### config.mk
export PLATFORM = sky130hd
export DESIGN_NAME = kmer_minimizer_search_flat
export DESIGN_NICKNAME = d
export VERILOG_FILES = /design/src/sv/kms_pkg.sv /design/src/sv/kms_if.sv /design/src/sv/kms_cell.sv /design/src/sv/kmer_minimizer_search.sv /design/src/flat_wrapper.sv
export SDC_FILE = /design/constraint.sdc
export NUM_CORES = 1
export LEC_CHECK = 0
export ABC_AREA = 1
export BUFFER_PORTS_ARGS = -buffer_cell sky130_fd_sc_hd__buf_2
export CORE_ASPECT_RATIO = 1.2
export CORE_UTILIZATION = 28
export DETAILED_ROUTE_END_ITERATION = 7
export PLACE_DENSITY = 0.42
export SYNTH_ARGS = -nofsm -noshare
export SYNTH_HDL_FRONTEND = slang
export SYNTH_SLANG_ARGS = --single-unit
### constraint.sdc
create_clock -name clk -period 8.2 [get_ports clk]
set_input_delay 0.82 -clock clk [delete_from_list [all_inputs] [get_ports clk]]
set_output_delay 0.82 -clock clk [all_outputs]
set_load 0.005 [all_outputs]
### src/sv/kms_pkg.sv
// kms_pkg: shared constants, types and helpers for the k-mer minimizer search
`default_nettype none

package kms_pkg;

	localparam int MAX_K   = 32;
	localparam int MAX_M   = 16;
	localparam int NUC_W   = 2;
	localparam int KMER_W  = NUC_W * MAX_K;
	localparam int LEN_W   = 6;
	localparam int CFG_W   = 5;
	localparam int MIN_W   = NUC_W * MAX_M;
	localparam int OFF_W   = 5;
	localparam int M_RESET = 8;

	typedef struct packed {
		logic load;
		logic shift;
	} cell_ctrl_t;

	function automatic logic [CFG_W-1:0] clamp_m(input logic [CFG_W-1:0] v);
		logic [CFG_W-1:0] r;
		r = v;
		if (v == '0)
			r = CFG_W'(1);
		else if (v > CFG_W'(MAX_M))
			r = CFG_W'(MAX_M);
		return r;
	endfunction

	function automatic logic [MIN_W-1:0] window_mask(input logic [CFG_W-1:0] m);
		logic [MIN_W-1:0] r;
		r = '0;
		for (int i = 0; i < MAX_M; i++) begin
			if (CFG_W'(i) < m)
				r[NUC_W*i +: NUC_W] = '1;
		end
		return r;
	endfunction

endpackage

`default_nettype wire

### src/sv/kms_if.sv
// kms_kmer_if / kms_result_if: valid-ready channels for k-mers and results
`default_nettype none

interface kms_kmer_if;
	logic                            valid;
	logic                            ready;
	logic [kms_pkg::KMER_W-1:0]      kmer_bits;
	logic [kms_pkg::LEN_W-1:0]       kmer_length;

	modport source (output valid, output kmer_bits, output kmer_length, input ready);
	modport sink   (input valid, input kmer_bits, input kmer_length, output ready);
endinterface

interface kms_result_if;
	logic                            valid;
	logic                            ready;
	logic [kms_pkg::MIN_W-1:0]       minimizer_value;
	logic [kms_pkg::OFF_W-1:0]       minimizer_offset;
	logic                            too_short;

	modport source (output valid, output minimizer_value, output minimizer_offset,
		output too_short, input ready);
	modport sink   (input valid, input minimizer_value, input minimizer_offset,
		input too_short, output ready);
endinterface

`default_nettype wire

### src/sv/kms_cell.sv
// kms_cell: one nucleotide cell of the shift chain
`default_nettype none

module kms_cell (
	input  wire                          clk,
	input  wire  kms_pkg::cell_ctrl_t    ctrl,
	input  wire  [kms_pkg::NUC_W-1:0]    load_d,
	input  wire  [kms_pkg::NUC_W-1:0]    shift_d,
	output logic [kms_pkg::NUC_W-1:0]    q
);

	logic [kms_pkg::NUC_W-1:0] nuc_q;

	always_ff @(posedge clk) begin
		if (ctrl.load) begin
			nuc_q <= load_d;
		end else if (ctrl.shift) begin
			nuc_q <= shift_d;
		end
	end

	assign q = nuc_q;

endmodule

`default_nettype wire

### src/sv/kmer_minimizer_search.sv
// kmer_minimizer_search: forward minimizer search over one k-mer per request
//
// kmer channel: a request carries kmer_bits (two bits per nucleotide, last
// nucleotide in bits 1:0) and kmer_length k. result channel: one result per
// request with minimizer_value, minimizer_offset and too_short.
// cfg_wr_en/cfg_wr_data write m, the window length (reset 8, 0 taken as 1,
// above 16 taken as 16); write only while no request is in flight.
// A loaded k-mer sits in a row of 32 nucleotide cells that shifts one
// nucleotide right per cycle; the low m cells form the window compared
// against the running minimum, one window per cycle.
// A request scans its windows from offset k-m down to 0 and its result is
// registered with the last window; a request with k < m skips the scan
// and returns its too_short result from the wait state. A new request is
// taken only in idle, once the scan of the previous one is through.
// The result sits in an output register, so the next request is accepted
// while it waits; if the receiver stalls and a second result is finished,
// the search holds it and takes no request until the output frees.
// Reset clears the control state, empties the output and sets m to 8.
`default_nettype none

module kmer_minimizer_search (
	input  wire                                clk,
	input  wire                                arst_n,
	input  wire                                cfg_wr_en,
	input  wire  [kms_pkg::CFG_W-1:0]          cfg_wr_data,
	kms_kmer_if.sink                           kmer,
	kms_result_if.source                       result
);

	typedef enum logic [2:0] {
		ST_IDLE = 3'b001,
		ST_SCAN = 3'b010,
		ST_WAIT = 3'b100
	} state_t;

	state_t                          state_q;
	logic [kms_pkg::CFG_W-1:0]       m_q;
	logic [kms_pkg::MIN_W-1:0]       mask_q;
	logic [kms_pkg::MIN_W-1:0]       best_q;
	logic [kms_pkg::OFF_W-1:0]       off_q;
	logic [kms_pkg::OFF_W-1:0]       cnt_q;
	logic [kms_pkg::OFF_W-1:0]       last_q;
	logic                            short_q;

	logic                            out_valid_q;
	logic [kms_pkg::MIN_W-1:0]       out_value_q;
	logic [kms_pkg::OFF_W-1:0]       out_off_q;
	logic                            out_short_q;

	logic                            accept;
	logic                            slot_free;
	logic                            load_out;
	logic [kms_pkg::MIN_W-1:0]       out_value_d;
	logic [kms_pkg::OFF_W-1:0]       out_off_d;
	logic [kms_pkg::LEN_W-1:0]       k_eff;
	logic                            k_short;
	logic [kms_pkg::MIN_W-1:0]       win_raw;
	logic [kms_pkg::MIN_W-1:0]       cand;
	logic                            take;
	logic [kms_pkg::MIN_W-1:0]       best_nx;
	logic [kms_pkg::OFF_W-1:0]       off_nx;
	logic                            scan_last;
	kms_pkg::cell_ctrl_t             cell_ctrl;
	logic [kms_pkg::NUC_W-1:0]       cell_q [kms_pkg::MAX_K];

	assign accept    = kmer.valid && kmer.ready;
	assign slot_free = !out_valid_q || result.ready;
	assign kmer.ready = (state_q == ST_IDLE);

	// cell chain
	assign cell_ctrl.load  = accept;
	assign cell_ctrl.shift = (state_q == ST_SCAN);

	for (genvar i = 0; i < kms_pkg::MAX_K; i++) begin : g_cell
		logic [kms_pkg::NUC_W-1:0] shift_d;
		if (i == kms_pkg::MAX_K - 1) begin : g_end
			assign shift_d = '0;
		end else begin : g_mid
			assign shift_d = cell_q[i+1];
		end
		kms_cell u_cell (
			.clk     (clk),
			.ctrl    (cell_ctrl),
			.load_d  (kmer.kmer_bits[kms_pkg::NUC_W*i +: kms_pkg::NUC_W]),
			.shift_d (shift_d),
			.q       (cell_q[i])
		);
	end

	for (genvar i = 0; i < kms_pkg::MAX_M; i++) begin : g_win
		assign win_raw[kms_pkg::NUC_W*i +: kms_pkg::NUC_W] = cell_q[i];
	end

	// request decode
	always_comb begin
		k_eff = kmer.kmer_length;
		if (kmer.kmer_length > kms_pkg::LEN_W'(kms_pkg::MAX_K))
			k_eff = kms_pkg::LEN_W'(kms_pkg::MAX_K);
		k_short = k_eff < {1'b0, m_q};
	end

	// window compare, later windows lie further left so ties replace
	always_comb begin
		cand      = win_raw & mask_q;
		take      = cand <= best_q;
		best_nx   = take ? cand : best_q;
		off_nx    = take ? (last_q - cnt_q) : off_q;
		scan_last = (cnt_q == last_q);
	end

	always_comb begin
		load_out    = 1'b0;
		out_value_d = best_q;
		out_off_d   = off_q;
		case (state_q)
			ST_SCAN: begin
				load_out    = scan_last && slot_free;
				out_value_d = best_nx;
				out_off_d   = off_nx;
			end
			ST_WAIT: begin
				load_out = slot_free;
			end
			default: begin
				load_out = 1'b0;
			end
		endcase
	end

	always_ff @(posedge clk or negedge arst_n) begin
		if (!arst_n) begin
			m_q    <= kms_pkg::CFG_W'(kms_pkg::M_RESET);
			mask_q <= kms_pkg::window_mask(kms_pkg::CFG_W'(kms_pkg::M_RESET));
		end else if (cfg_wr_en) begin
			m_q    <= kms_pkg::clamp_m(cfg_wr_data);
			mask_q <= kms_pkg::window_mask(kms_pkg::clamp_m(cfg_wr_data));
		end
	end

	always_ff @(posedge clk or negedge arst_n) begin
		if (!arst_n) begin
			state_q <= ST_IDLE;
			cnt_q   <= '0;
			last_q  <= '0;
			short_q <= 1'b0;
			best_q  <= '0;
			off_q   <= '0;
		end else begin
			case (state_q)
				ST_IDLE: begin
					if (accept) begin
						cnt_q   <= '0;
						last_q  <= kms_pkg::OFF_W'(k_eff - {1'b0, m_q});
						short_q <= k_short;
						off_q   <= '0;
						if (k_short) begin
							best_q  <= '0;
							state_q <= ST_WAIT;
						end else begin
							best_q  <= '1;
							state_q <= ST_SCAN;
						end
					end
				end
				ST_SCAN: begin
					best_q <= best_nx;
					off_q  <= off_nx;
					cnt_q  <= cnt_q + kms_pkg::OFF_W'(1);
					if (scan_last)
						state_q <= slot_free ? ST_IDLE : ST_WAIT;
				end
				ST_WAIT: begin
					if (slot_free)
						state_q <= ST_IDLE;
				end
				default: begin
					state_q <= ST_IDLE;
				end
			endcase
		end
	end

	// output register
	always_ff @(posedge clk or negedge arst_n) begin
		if (!arst_n) begin
			out_valid_q <= 1'b0;
		end else if (load_out) begin
			out_valid_q <= 1'b1;
		end else if (result.ready) begin
			out_valid_q <= 1'b0;
		end
	end

	always_ff @(posedge clk) begin
		if (load_out) begin
			out_value_q <= out_value_d;
			out_off_q   <= out_off_d;
			out_short_q <= short_q;
		end
	end

	assign result.valid            = out_valid_q;
	assign result.minimizer_value  = out_value_q;
	assign result.minimizer_offset = out_off_q;
	assign result.too_short        = out_short_q;

`ifndef NO_ASSERTIONS
	a_short_zero: assert property (@(posedge clk) disable iff (!arst_n)
		result.valid && result.too_short |->
			result.minimizer_value == '0 && result.minimizer_offset == '0)
		else $error("too_short result with nonzero fields");

	a_scan_bound: assert property (@(posedge clk) disable iff (!arst_n)
		state_q == ST_SCAN |-> cnt_q <= last_q)
		else $error("scan counter ran past last window");

	a_busy_after_accept: assert property (@(posedge clk) disable iff (!arst_n)
		accept |=> !kmer.ready)
		else $error("request taken while previous one in flight");

	a_m_range: assert property (@(posedge clk) disable iff (!arst_n)
		cfg_wr_en |=> m_q != '0 && m_q <= kms_pkg::CFG_W'(kms_pkg::MAX_M))
		else $error("window length out of range after write");
`endif

endmodule

`default_nettype wire
### src/flat_wrapper.sv
// flat-port wrapper written by rule: the top's interface ports become plain ports
module kmer_minimizer_search_flat 
  (clk, arst_n, cfg_wr_en, cfg_wr_data, kmer_valid, kmer_kmer_bits, kmer_kmer_length, kmer_ready, result_valid, result_minimizer_value, result_minimizer_offset, result_too_short, result_ready);
  kms_kmer_if kmer_i ();
  kms_result_if result_i ();
  input  wire clk;
  input  wire arst_n;
  input  wire cfg_wr_en;
  input  wire  [kms_pkg::CFG_W-1:0] cfg_wr_data;
  input wire logic [$bits(kmer_i.valid)-1:0] kmer_valid;
  input wire logic [$bits(kmer_i.kmer_bits)-1:0] kmer_kmer_bits;
  input wire logic [$bits(kmer_i.kmer_length)-1:0] kmer_kmer_length;
  output wire logic [$bits(kmer_i.ready)-1:0] kmer_ready;
  output wire logic [$bits(result_i.valid)-1:0] result_valid;
  output wire logic [$bits(result_i.minimizer_value)-1:0] result_minimizer_value;
  output wire logic [$bits(result_i.minimizer_offset)-1:0] result_minimizer_offset;
  output wire logic [$bits(result_i.too_short)-1:0] result_too_short;
  input wire logic [$bits(result_i.ready)-1:0] result_ready;
  assign kmer_i.valid = kmer_valid;
  assign kmer_i.kmer_bits = kmer_kmer_bits;
  assign kmer_i.kmer_length = kmer_kmer_length;
  assign kmer_ready = kmer_i.ready;
  assign result_valid = result_i.valid;
  assign result_minimizer_value = result_i.minimizer_value;
  assign result_minimizer_offset = result_i.minimizer_offset;
  assign result_too_short = result_i.too_short;
  assign result_i.ready = result_ready;
  kmer_minimizer_search u_core (.clk(clk), .arst_n(arst_n), .cfg_wr_en(cfg_wr_en), .cfg_wr_data(cfg_wr_data), .kmer(kmer_i), .result(result_i));
endmodule
==> results.md, run 1 <==
- Worst hold margin: 0.464 ns
- Internal power: 2220 uW
- Fmax: 273 MHz
- Ratio of cells with drive above 1 in the final layout: 15.4%
- WP data required: 8.48 ns
- RSZ-0062 raised after global routing: no
- Total CTS buffers: 17
- Max Used Layer: met4
- Placer Congestion: 0.759
- Vias in the first global route: 6787
- H-tree levels: 4
- P_sw: 1430 uW
- # fillers: 3368
- CTS tree: built
- Max-cap violations: 0
- WL per Instance: 14.8 um
- Clock group share of total power: 21.6%
- Post-route ant nets: 0
- Synth Register Bits: 174
- Postcts setup bufs: 0
- Met3 routed WL: 885 um
- Detail Placement HPWL: 15800 um
- Final wirelength: 23200 um
- Fin Setup TNS: 0 ns
- Arrival time at the worst endpoint: 3.95 ns
- Worst-path clk slew: 0.08 ns
- Worst-path cell with the longest stage delay: nor2_1
- Die ar.: 33000 um^2
- Width of the die: 166 um
- Critical path type: reg -> reg
- First-pass GRT wire length: 37400 um
- Hold Path Class: reg -> reg
- Slew Limit Fails: 0
- Fin crit share: 44.7%
- Final hold violation count: 0
- Cell Chain, Critical Path: nor3_4, buf_4, inv_2, nand2_4, inv_2, nor2_1, a21oi_1
- Combinational fraction of design power: 37.3%
- Critical Path Start Type: register
- Via count: 6967
- P_leak: 0.00518 uW
- Clock latency on the worst-skew pair: 0.43 ns
- Die height: 199 um
- 1st-pass router iterations: 6
- CP max stage delay: 0.77 ns
- Yosys warning count: 0
- Total GRT Usage: 14.7%
- Final setup fails: 0
- Net Sw Frac: 39.2%
- Sequential fraction of design power: 41.2%
- Hold buffer count at cts: 0
- Synth cell types: 39
- Grt total ovfl: 0
- Crit end category: register
- Mapped Cells: 1056
- Cell Pwr Density: 346 nW/um^2
- Mapped Area: 9030 um^2
- Mapped Nets: 1180
- Mean Syn Cell Area: 8.55 um^2
- 1st-iter DRT viols: 387
- Initial Util: 28.6%
- Worst-path fanout max: 77
- I/O Buffers: 119
- Min Tclk post-route: 3.66 ns
- Nets: 1280
- PostCTS Resize Cnt: 0
- Post-Route M1 WL: 11300 um
- IO Count: 120
- Largest net degree at the start of global routing: 78
- Antenna diodes: 0
- Root buffer cell: clkbuf_16
- Row count: 71
- Failing checks: DRC
- Clock skew: 0.0151 ns
- Vias per inst: 4.44
- Antenna violations before repair: 1
- Worst slew pin tran: 1.10 ns
- Relative slew slack: 26.5%
- Clk sinks: 174
- Max Root-Sink Buffers: 2
- Status: finished with violations
- Most frequent CP cell: inv_2
- Register area share after synthesis: 54.0%
- DRC Markers: 6
- Worst vdd ir: 0.139 mV
- P&R area growth vs syn: 16.6%
- Core Region: 31500 um^2
- Met2 WL: 10700 um
-- kinds of logic (layout without fill, tap and decap cells) --
| logic type | Yosys count | in the layout | share of synthesized area (%) |
|---|---|---|---|
| AOI/OAI and AO/OA | 120 | 120 | 7.15 |
| buffers and inverters | 159 | 272 | 7.12 |
| and+or+nand+nor | 551 | 551 | 24.7 |
| adders and majority gates | 44 | 44 | 6.26 |
| xor gates and xnor gates | 8 | 8 | 0.776 |
| DFF | 174 | 174 | 54.0 |
-- layer usage --
metal	up-vias	track usage (%)
li1	3600	-
met1	3249	20.0
met2	104	23.3
met3	14	3.48
met4	0	4.05
met5	-	0
-- final timing paths --
path	endpoint	cells past startpoint	slack, ns	startpoint
setup / recovery	u_core.best_q[29]$_DFFE_PN0P_	7	4.54	u_core.state_q[2]$_DFFE_PN0P_
hold / removal	u_core.result.too_short$_DFFE_PP_	0	0.46	u_core.short_q$_DFFE_PN0P_
setup reg to reg	u_core.best_q[29]$_DFFE_PN0P_	7	4.54	u_core.state_q[2]$_DFFE_PN0P_
hold reg to reg	u_core.result.too_short$_DFFE_PP_	0	0.46	u_core.short_q$_DFFE_PN0P_
max in group asynchronous	u_core.best_q[10]$_DFFE_PN0P_	2	6.89	arst_n
min in group asynchronous	u_core.short_q$_DFFE_PN0P_	2	0.65	arst_n
-- area by class of cell --
type / count / area, um^2 / share of cell area [%]
Clock inverter: 13 / 115 / 1.09
Inverter: 116 / 435 / 4.13
Multi-Input combinational cell: 723 / 3540 / 33.6
Sequential cell: 174 / 4880 / 46.3
Tap cell: 401 / 502 / 4.76
Clock buffer: 19 / 433 / 4.11
Timing Repair Buffer: 124 / 633 / 6.01
-- per-stage QoR --
step | instance area [um^2] | utilization [%] | setup slack (ns) | power [uW] | instances
final | 10500 | 33.4 | 4.54 | 3650 | 1570
after global routing | 10500 | 33.4 | 4.13 | 3980 | 1570
after CTS | 10500 | 33.4 | 4.46 | 3710 | 1570
after detailed placement | 9980 | 31.7 | 4.43 | 2910 | 1538
after global placement | 9980 | 31.7 | 4.54 | 2890 | 1538
after floorplan | 9030 | - | 4.99 | 2490 | 1056
-- layout by cell type (no fill, tap or decap), types with 33 or more instances in the layout --
master and count:
nand2_1 423, buf_2 119, inv_1 112, edfxtp_1 102, nand3_1 70, o21ai_0 68
dfrtp_1 62, ha_1 42, nor2_1 38, a21oi_1 33
-- sequential cells by signal (all words and copies together), names as in the netlist --
signal	count
u_core.g_cell.u_cell.q	64
u_core.best_q	32
u_core.result.minimizer_value	32
u_core.mask_q	16
u_core.cnt_q	5
u_core.last_q	5
u_core.off_q	5
u_core.result.minimizer_offset	5
u_core.m_q	4
u_core.state_q	3
u_core.result.too_short	1
u_core.result.valid	1
u_core.short_q	1
-- synthesized netlist by cell type (all sizes together) --
library cell  number  area, um^2
nand2            427        1610
inv              115         432
edfxtp           102        3060
nand3             70         350
o21ai             70         350
dfrtp             62        1550
ha                42         526
nor2              40         153
a21oi             33         165
clkbuf            24        90.1
buf               19         118
dfstp             10         263
nor3               5        40.0
nand4              4        25.0
o22ai              4        25.0
xnor2              4        35.0
xor2               4        35.0
o211ai             3        22.5
a211oi             2        20.0
a21o               2        15.0
fa                 2        40.0
nor4               2        27.5
o21a               2        15.0
o31ai              2        15.0
or2                2        12.5
clkinv             1        3.75
nand3b             1        11.3
o311ai             1        8.76
o32ai              1        8.76
-- power by group through the flow --
stage	logic [uW]	registers [uW]	clock network (uW)
final	1360	1500	786
after global routing	1590	1540	848
after CTS	1390	1500	815
after detailed placement	1390	1520	0
after global placement	1380	1520	0
after floorplan	1010	1480	0
-- worst max-delay path: cells and delay by family, from the launching register on --
| kind | cells | cell delay [ns] |
|---|---|---|
| buf+inv | 3 | 1.24 |
| flops | 1 | 0.45 |
| simple gates | 3 | 1.55 |
| compound gates | 1 | 0.18 |
Note: power is estimated with default switching activity, not from simulation.
==> run 2: changes to the inputs <==
PLACE_DENSITY = 0.43   (was 0.42)
clock period = 3 ns   (was 8.2 ns; I/O delays follow)
==> results.md, run 2 (synthesized netlist as in run 1, its figures left out) <==
- Status: finished with violations (unchanged)
- Failing checks: DRC (unchanged)
- DRC Markers: 6 (unchanged)
- Post-route ant nets: 0 (unchanged)
- Die height: 199 um (unchanged)
- Met1 Usage GRT: 20.0% (about the same)
- R2R Path Start: u_core.m_q[3]$_DFFE_PN1P_ (was u_core.state_q[2]$_DFFE_PN0P_)
- 1st-pass router iterations: 7 (was 6)
- # fillers: 3301 (was 3368)
- First-pass GRT wire length: 38000 um (was 37400 um)
- Row count: 71 (unchanged)
- WL per Instance: 14.9 um (was 14.8 um)
- Grt total ovfl: 0 (unchanged)
- Final hold violation count: 0 (unchanged)
- H-tree levels: 4 (unchanged)
- Crit end category: register (unchanged)
- Clk sinks: 174 (unchanged)
- Total CTS buffers: 17 (unchanged)
- Critical Path Start Type: register (unchanged)
- Hold path startpoint: kmer_kmer_bits[18] (was u_core.short_q$_DFFE_PN0P_)
- Met3 Usage GRT: 3.20% (was 3.48%)
- Max-cap violations: 0 (unchanged)
- Clock skew: 0.0154 ns (was 0.0151 ns)
- Total GRT Usage: 14.9% (was 14.7%)
- Vias per inst: 4.46 (was 4.44)
- P_leak: 0.00530 uW (was 0.00518 uW)
- IO Count: 120 (unchanged)
- RSZ-0062 raised after global routing: no (unchanged)
- 1st-iter DRT viols: 361 (was 387)
- Fmax: 377 MHz (was 273 MHz)
- Ratio of cells with drive above 1 in the final layout: 16.3% (was 15.4%)
- Worst-path fanout max: 21 (was 77)
- Slew Limit Fails: 0 (unchanged)
- Nets: 1292 (was 1280)
- CTS tree: built (unchanged)
- Met2 usage: 23.7% (was 23.3%)
- Final WS setup: 0.347 ns (was 4.54 ns)
- Largest register FFs: 64 (unchanged)
- Core Region: 31500 um^2 (unchanged)
- Gr busiest metal: met2 (unchanged)
- Dpl ws: 0.315 ns (was 4.43 ns)
- Worst slew pin tran: 0.584 ns (was 1.10 ns)
- Worst-path clk slew: 0.08 ns (about the same)
- WP data required: 3.32 ns (was 8.48 ns)
- Max Root-Sink Buffers: 2 (unchanged)
- Arrival time at the worst endpoint: 2.97 ns (was 3.95 ns)
- Via count: 7052 (was 6967)
- PostCTS Resize Cnt: 0 (unchanged)
- I/O Buffers: 119 (unchanged)
- Most frequent cells in the layout: nand2_1, buf_2, inv_1 (unchanged)
- Largest net degree at the start of global routing: 73 (was 78)
- P&R area growth vs syn: 19.0% (was 16.6%)
- Antenna diodes: 0 (unchanged)
- Clock latency on the worst-skew pair: 0.44 ns (was 0.43 ns)
- Die ar.: 33000 um^2 (unchanged)
- Width of the die: 166 um (unchanged)
- Fin crit share: 88.4% (was 44.7%)
- Initial Util: 28.6% (unchanged)
- Relative slew slack: 60.8% (was 26.5%)
- Vias in the first global route: 6855 (was 6787)
- Antenna violations before repair: 2 (was 1)
- Worst vdd ir: 0.370 mV (was 0.139 mV)
- Hold buffer count at cts: 1 (was 0)
- Cell Pwr Density: 962 nW/um^2 (was 346 nW/um^2)
- Postcts setup bufs: 0 (unchanged)
- Final wirelength: 23500 um (was 23200 um)
- Placer Congestion: 0.813 (was 0.759)
- CP Launch Point: u_core.m_q[3]$_DFFE_PN1P_ (was u_core.state_q[2]$_DFFE_PN0P_)
- Most common cell after layout, fill and taps aside: nand2_1 (unchanged)
- Detail Placement HPWL: 17000 um (was 15800 um)
- Root buffer cell: clkbuf_16 (unchanged)
- Min Tclk post-route: 2.65 ns (was 3.66 ns)
- Critical path type: reg -> reg (unchanged)
- Hold Path Class: in -> reg (was reg -> reg)
- Final setup fails: 0 (unchanged)
- Fin Setup TNS: 0 ns (unchanged)
[run 2: changes by cell type in the layout (fill, tap and decap cells not counted), sizes merged]
cell,change
buf,+11
clkinvlp,-3
inv,+3
bufinv,+2
clkbuf,-2
dlygate4sd3,+1
[run 2: layout make-up]
type | instances | area (um^2) | share of cell area [%]
flip-flops and latches | 174 | 4880 | 45.4
clock inverters | 15 | 183 | 1.70
repair buffers | 136 | 788 | 7.33
multi-input cells | 723 | 3540 | 32.9
clock buffers | 17 | 425 | 3.96
well taps | 401 | 502 | 4.67
inverters | 116 | 435 | 4.05
[run 2: path summary, 6_finish.rpt]
| path | endpoint | slack (ns) | depth (start not counted) |
|---|---|---|---|
| min reg2reg | u_core.result.too_short$_DFFE_PP_ | 0.46 | 0 |
| min in group asynchronous | u_core.state_q[1]$_DFFE_PN0P_ | 0.43 | 3 |
| max | u_core.best_q[8]$_DFFE_PN0P_ | 0.35 | 13 |
| max in group asynchronous | u_core.mask_q[11]$_DFFE_PN1P_ | 2.18 | 3 |
| min | u_core.g_cell[9].u_cell.q[0]$_DFFE_PP_ | 0.12 | 3 |
| max reg2reg | u_core.best_q[8]$_DFFE_PN0P_ | 0.35 | 13 |
[run 2: layer usage]
metal / up-vias / routed length, um
met5: - / 17
met4: 2 / 453
met3: 21 / 969
met2: 135 / 10800
met1: 3265 / 11300
li1: 3629 / -
[run 2: critical path, cell delays in order (launching register included)]
cell	delay [ns]
dfstp_2	0.52
inv_1	0.07
ha_1	0.34
nand2_1	0.08
nor2_1	0.05
a211oi_2	0.20
inv_1	0.06
a211oi_1	0.50
nor2_1	0.15
clkinv_1	0.07
buf_4	0.28
nand2_1	0.10
nand2_1	0.06
nand2_1	0.05
[run 2: power by group]
part           switching, uW  internal (uW)  total, uW
sequential               404           3720       4120
clock                   1020           1330       2350
combinational           2570           1310       3880
[run 2: through the flow]
step	std cells	hold WS [ns]	total power, uW	utilization, %	instance area (um^2)
after floorplan	1056	0.00441	6790	-	9040
final	1582	0.121	10300	34.1	10700
after global placement	1549	0.381	8090	32.1	10100
after global routing	1582	0.107	11300	34.1	10700
after detailed placement	1549	0.378	8110	32.1	10100
after CTS	1582	0.0955	10500	34.1	10700
==> run 3: changes to the inputs <==
==> constraint.sdc (replaced) <==
create_clock -name clk -period 3 [get_ports clk]
set_input_delay 0 -clock clk [delete_from_list [all_inputs] [get_ports clk]]
set_output_delay 0 -clock clk [all_outputs]
set_load 0.005 [all_outputs]
==> results.md, run 3 (synthesized netlist as in run 1, its figures left out) <==
- Via count: 7365 (was 7052)
- 1st-iter DRT viols: 386 (was 361)
- Ratio of cells with drive above 1 in the final layout: 15.4% (was 16.3%)
- P_leak: 0.00561 uW (was 0.00530 uW)
- Combinational fraction of design power: 37.6% (was 37.5%)
- Min Tclk post-route: 2.67 ns (was 2.65 ns)
- P_sw: 3980 uW (was 3990 uW)
- WP data required: 3.16 ns (was 3.32 ns)
- Root buffer cell: clkbuf_16 (unchanged)
- Grt total ovfl: 0 (unchanged)
- Sequential fraction of design power: 39.6% (was 39.8%)
- First-pass GRT wire length: 39400 um (was 38000 um)
- Critical Path Start Type: register (unchanged)
- CTS tree: built (unchanged)
- Vias per inst: 4.44 (was 4.46)
- Largest register FFs: 64 (unchanged)
- Post-route ant nets: 0 (unchanged)
- Postcts setup bufs: 0 (unchanged)
- Worst-path fanout max: 20 (was 21)
- Placer Congestion: 0.829 (was 0.813)
- Cell Pwr Density: 905 nW/um^2 (was 962 nW/um^2)
- Slew Limit Fails: 0 (unchanged)
- Internal power: 6420 uW (was 6350 uW)
- Total GRT Usage: 15.6% (was 14.9%)
- Net Sw Frac: 38.3% (was 38.6%)
- P&R area growth vs syn: 27.4% (was 19.0%)
- Hold Path Class: in -> reg (unchanged)
- Total CTS buffers: 17 (unchanged)
- H-tree levels: 4 (unchanged)
- Detail Placement HPWL: 17000 um (about the same)
- Worst hold margin: -0.00255 ns (was 0.121 ns)
- Initial Util: 28.6% (unchanged)
- WHS Path Cells: 4 (was 3)
- IO Count: 120 (unchanged)
- Clock group share of total power: 22.8% (was 22.7%)
- Fin crit share: 89.0% (was 88.4%)
- Fmax: 374 MHz (was 377 MHz)
- Final setup fails: 0 (unchanged)
- Core Region: 31500 um^2 (unchanged)
- Total power: 10400 uW (was 10300 uW)
- Clock skew: 0.0122 ns (was 0.0154 ns)
- Reg2reg path depth: 13 (unchanged)
- WL per Instance: 15.0 um (was 14.9 um)
- Vias in the first global route: 7292 (was 6855)
- Relative slew slack: 49.0% (was 60.8%)
- Max-cap violations: 0 (unchanged)
- Nets: 1367 (was 1292)
- Row count: 71 (unchanged)
- Worst vdd ir: 0.311 mV (was 0.370 mV)
- Clock latency on the worst-skew pair: 0.45 ns (was 0.44 ns)
- Crit end category: register (unchanged)
- Die height: 199 um (unchanged)
- Fin Setup TNS: 0 ns (unchanged)
- Critical path type: reg -> reg (unchanged)
- Die ar.: 33000 um^2 (unchanged)
- Status: finished with violations (unchanged)
- # fillers: 3279 (was 3301)
- Max Root-Sink Buffers: 2 (unchanged)
- Worst slew pin tran: 0.765 ns (was 0.584 ns)
- Most common cell after layout, fill and taps aside: nand2_1 (unchanged)
- Arrival time at the worst endpoint: 2.83 ns (was 2.97 ns)
- I/O Buffers: 119 (unchanged)
- Antenna violations before repair: 0 (was 2)
- Final hold violation count: 1 (was 0)
- Most frequent cells in the layout: nand2_1, buf_2, inv_1 (unchanged)
- DRC Markers: 6 (unchanged)
- Width of the die: 166 um (unchanged)
- Clk sinks: 174 (unchanged)
- 1st-pass router iterations: 7 (unchanged)
- Final wirelength: 24800 um (was 23500 um)
- Largest net degree at the start of global routing: 76 (was 73)
- Antenna diodes: 0 (unchanged)
- Failing checks: DRC, hold timing (was DRC)
- RSZ-0062 raised after global routing: no (unchanged)
- Worst-path clk slew: 0.07 ns (was 0.08 ns)
-- run 3: worst paths after layout --
path	start	to	slack [ns]
worst max-delay path	u_core.g_cell[10].u_cell.q[1]$_DFFE_PP_	u_core.result.minimizer_value[7]$_DFFE_PP_	0.33
min in group asynchronous	arst_n	u_core.short_q$_DFFE_PN0P_	0.17
worst min register to register	u_core.short_q$_DFFE_PN0P_	u_core.result.too_short$_DFFE_PP_	0.45
worst min-delay path	kmer_kmer_length[0]	u_core.last_q[0]$_DFFE_PN0P_	-0.003
max in group asynchronous	arst_n	u_core.best_q[0]$_DFFE_PN0P_	2.06
worst max register to register	u_core.g_cell[10].u_cell.q[1]$_DFFE_PP_	u_core.result.minimizer_value[7]$_DFFE_PP_	0.33
-- run 3: repair_timing --
item / in CTS / in global routing
gates resized for setup: 0 / 0
hold endpoints to repair: 103 / 0
hold buffers: 76 / 0
-- run 3: area by class of cell --
cell class	instances	area, um^2	area share, %
repair buffers	211	1540	13.4
flip-flops and latches	174	4880	42.4
clock buffers	18	439	3.82
multi-input cells	723	3540	30.7
well taps	401	502	4.36
clock inverters	14	178	1.54
inverters	116	435	3.78
-- run 3: metal layers --
layer	routed length (um)	vias to the layer above	global-route usage, %
met5	0	-	0
met4	412	0	5.12
met3	817	22	2.77
met2	11700	130	25.8
met1	11900	3427	20.7
li1	-	3786	-
-- run 3: power groups by stage --
| stage | clock network, uW | registers, uW | logic [uW] |
|---|---|---|---|
| 3_5_place_dp | 0 | 4170 | 3910 |
| 4_1_cts | 2460 | 4130 | 4010 |
| 2_1_floorplan | 0 | 4040 | 2760 |
| 6_report | 2380 | 4120 | 3910 |
| 5_1_grt | 2530 | 4210 | 4560 |
| 3_3_place_gp | 0 | 4170 | 3890 |
-- run 3: worst max-delay path, stage by stage (launching register included) --
cell	delay, ns
edfxtp_1	0.44
nand2_1	0.17
inv_1	0.06
ha_1	0.30
a21oi_1	0.18
o21a_1	0.12
nand2_1	0.05
a21oi_1	0.23
nand2_2	0.13
nand2_4	0.23
buf_12	0.20
nand2_1	0.07
nand3_1	0.09
o21ai_0	0.10
-- run 3: per-stage QoR --
step	cells	instance area [um^2]	setup WS [ns]	hold WS (ns)	util, %
6_report	1657	11500	0.329	-0.00255	36.5
5_1_grt	1657	11500	0.119	0.0194	36.5
4_1_cts	1657	11500	0.323	0.000798	36.5
3_5_place_dp	1549	10100	0.347	0.120	32.1
3_3_place_gp	1549	10100	0.359	0.136	32.1
2_1_floorplan	1056	9040	0.425	-0.296	-
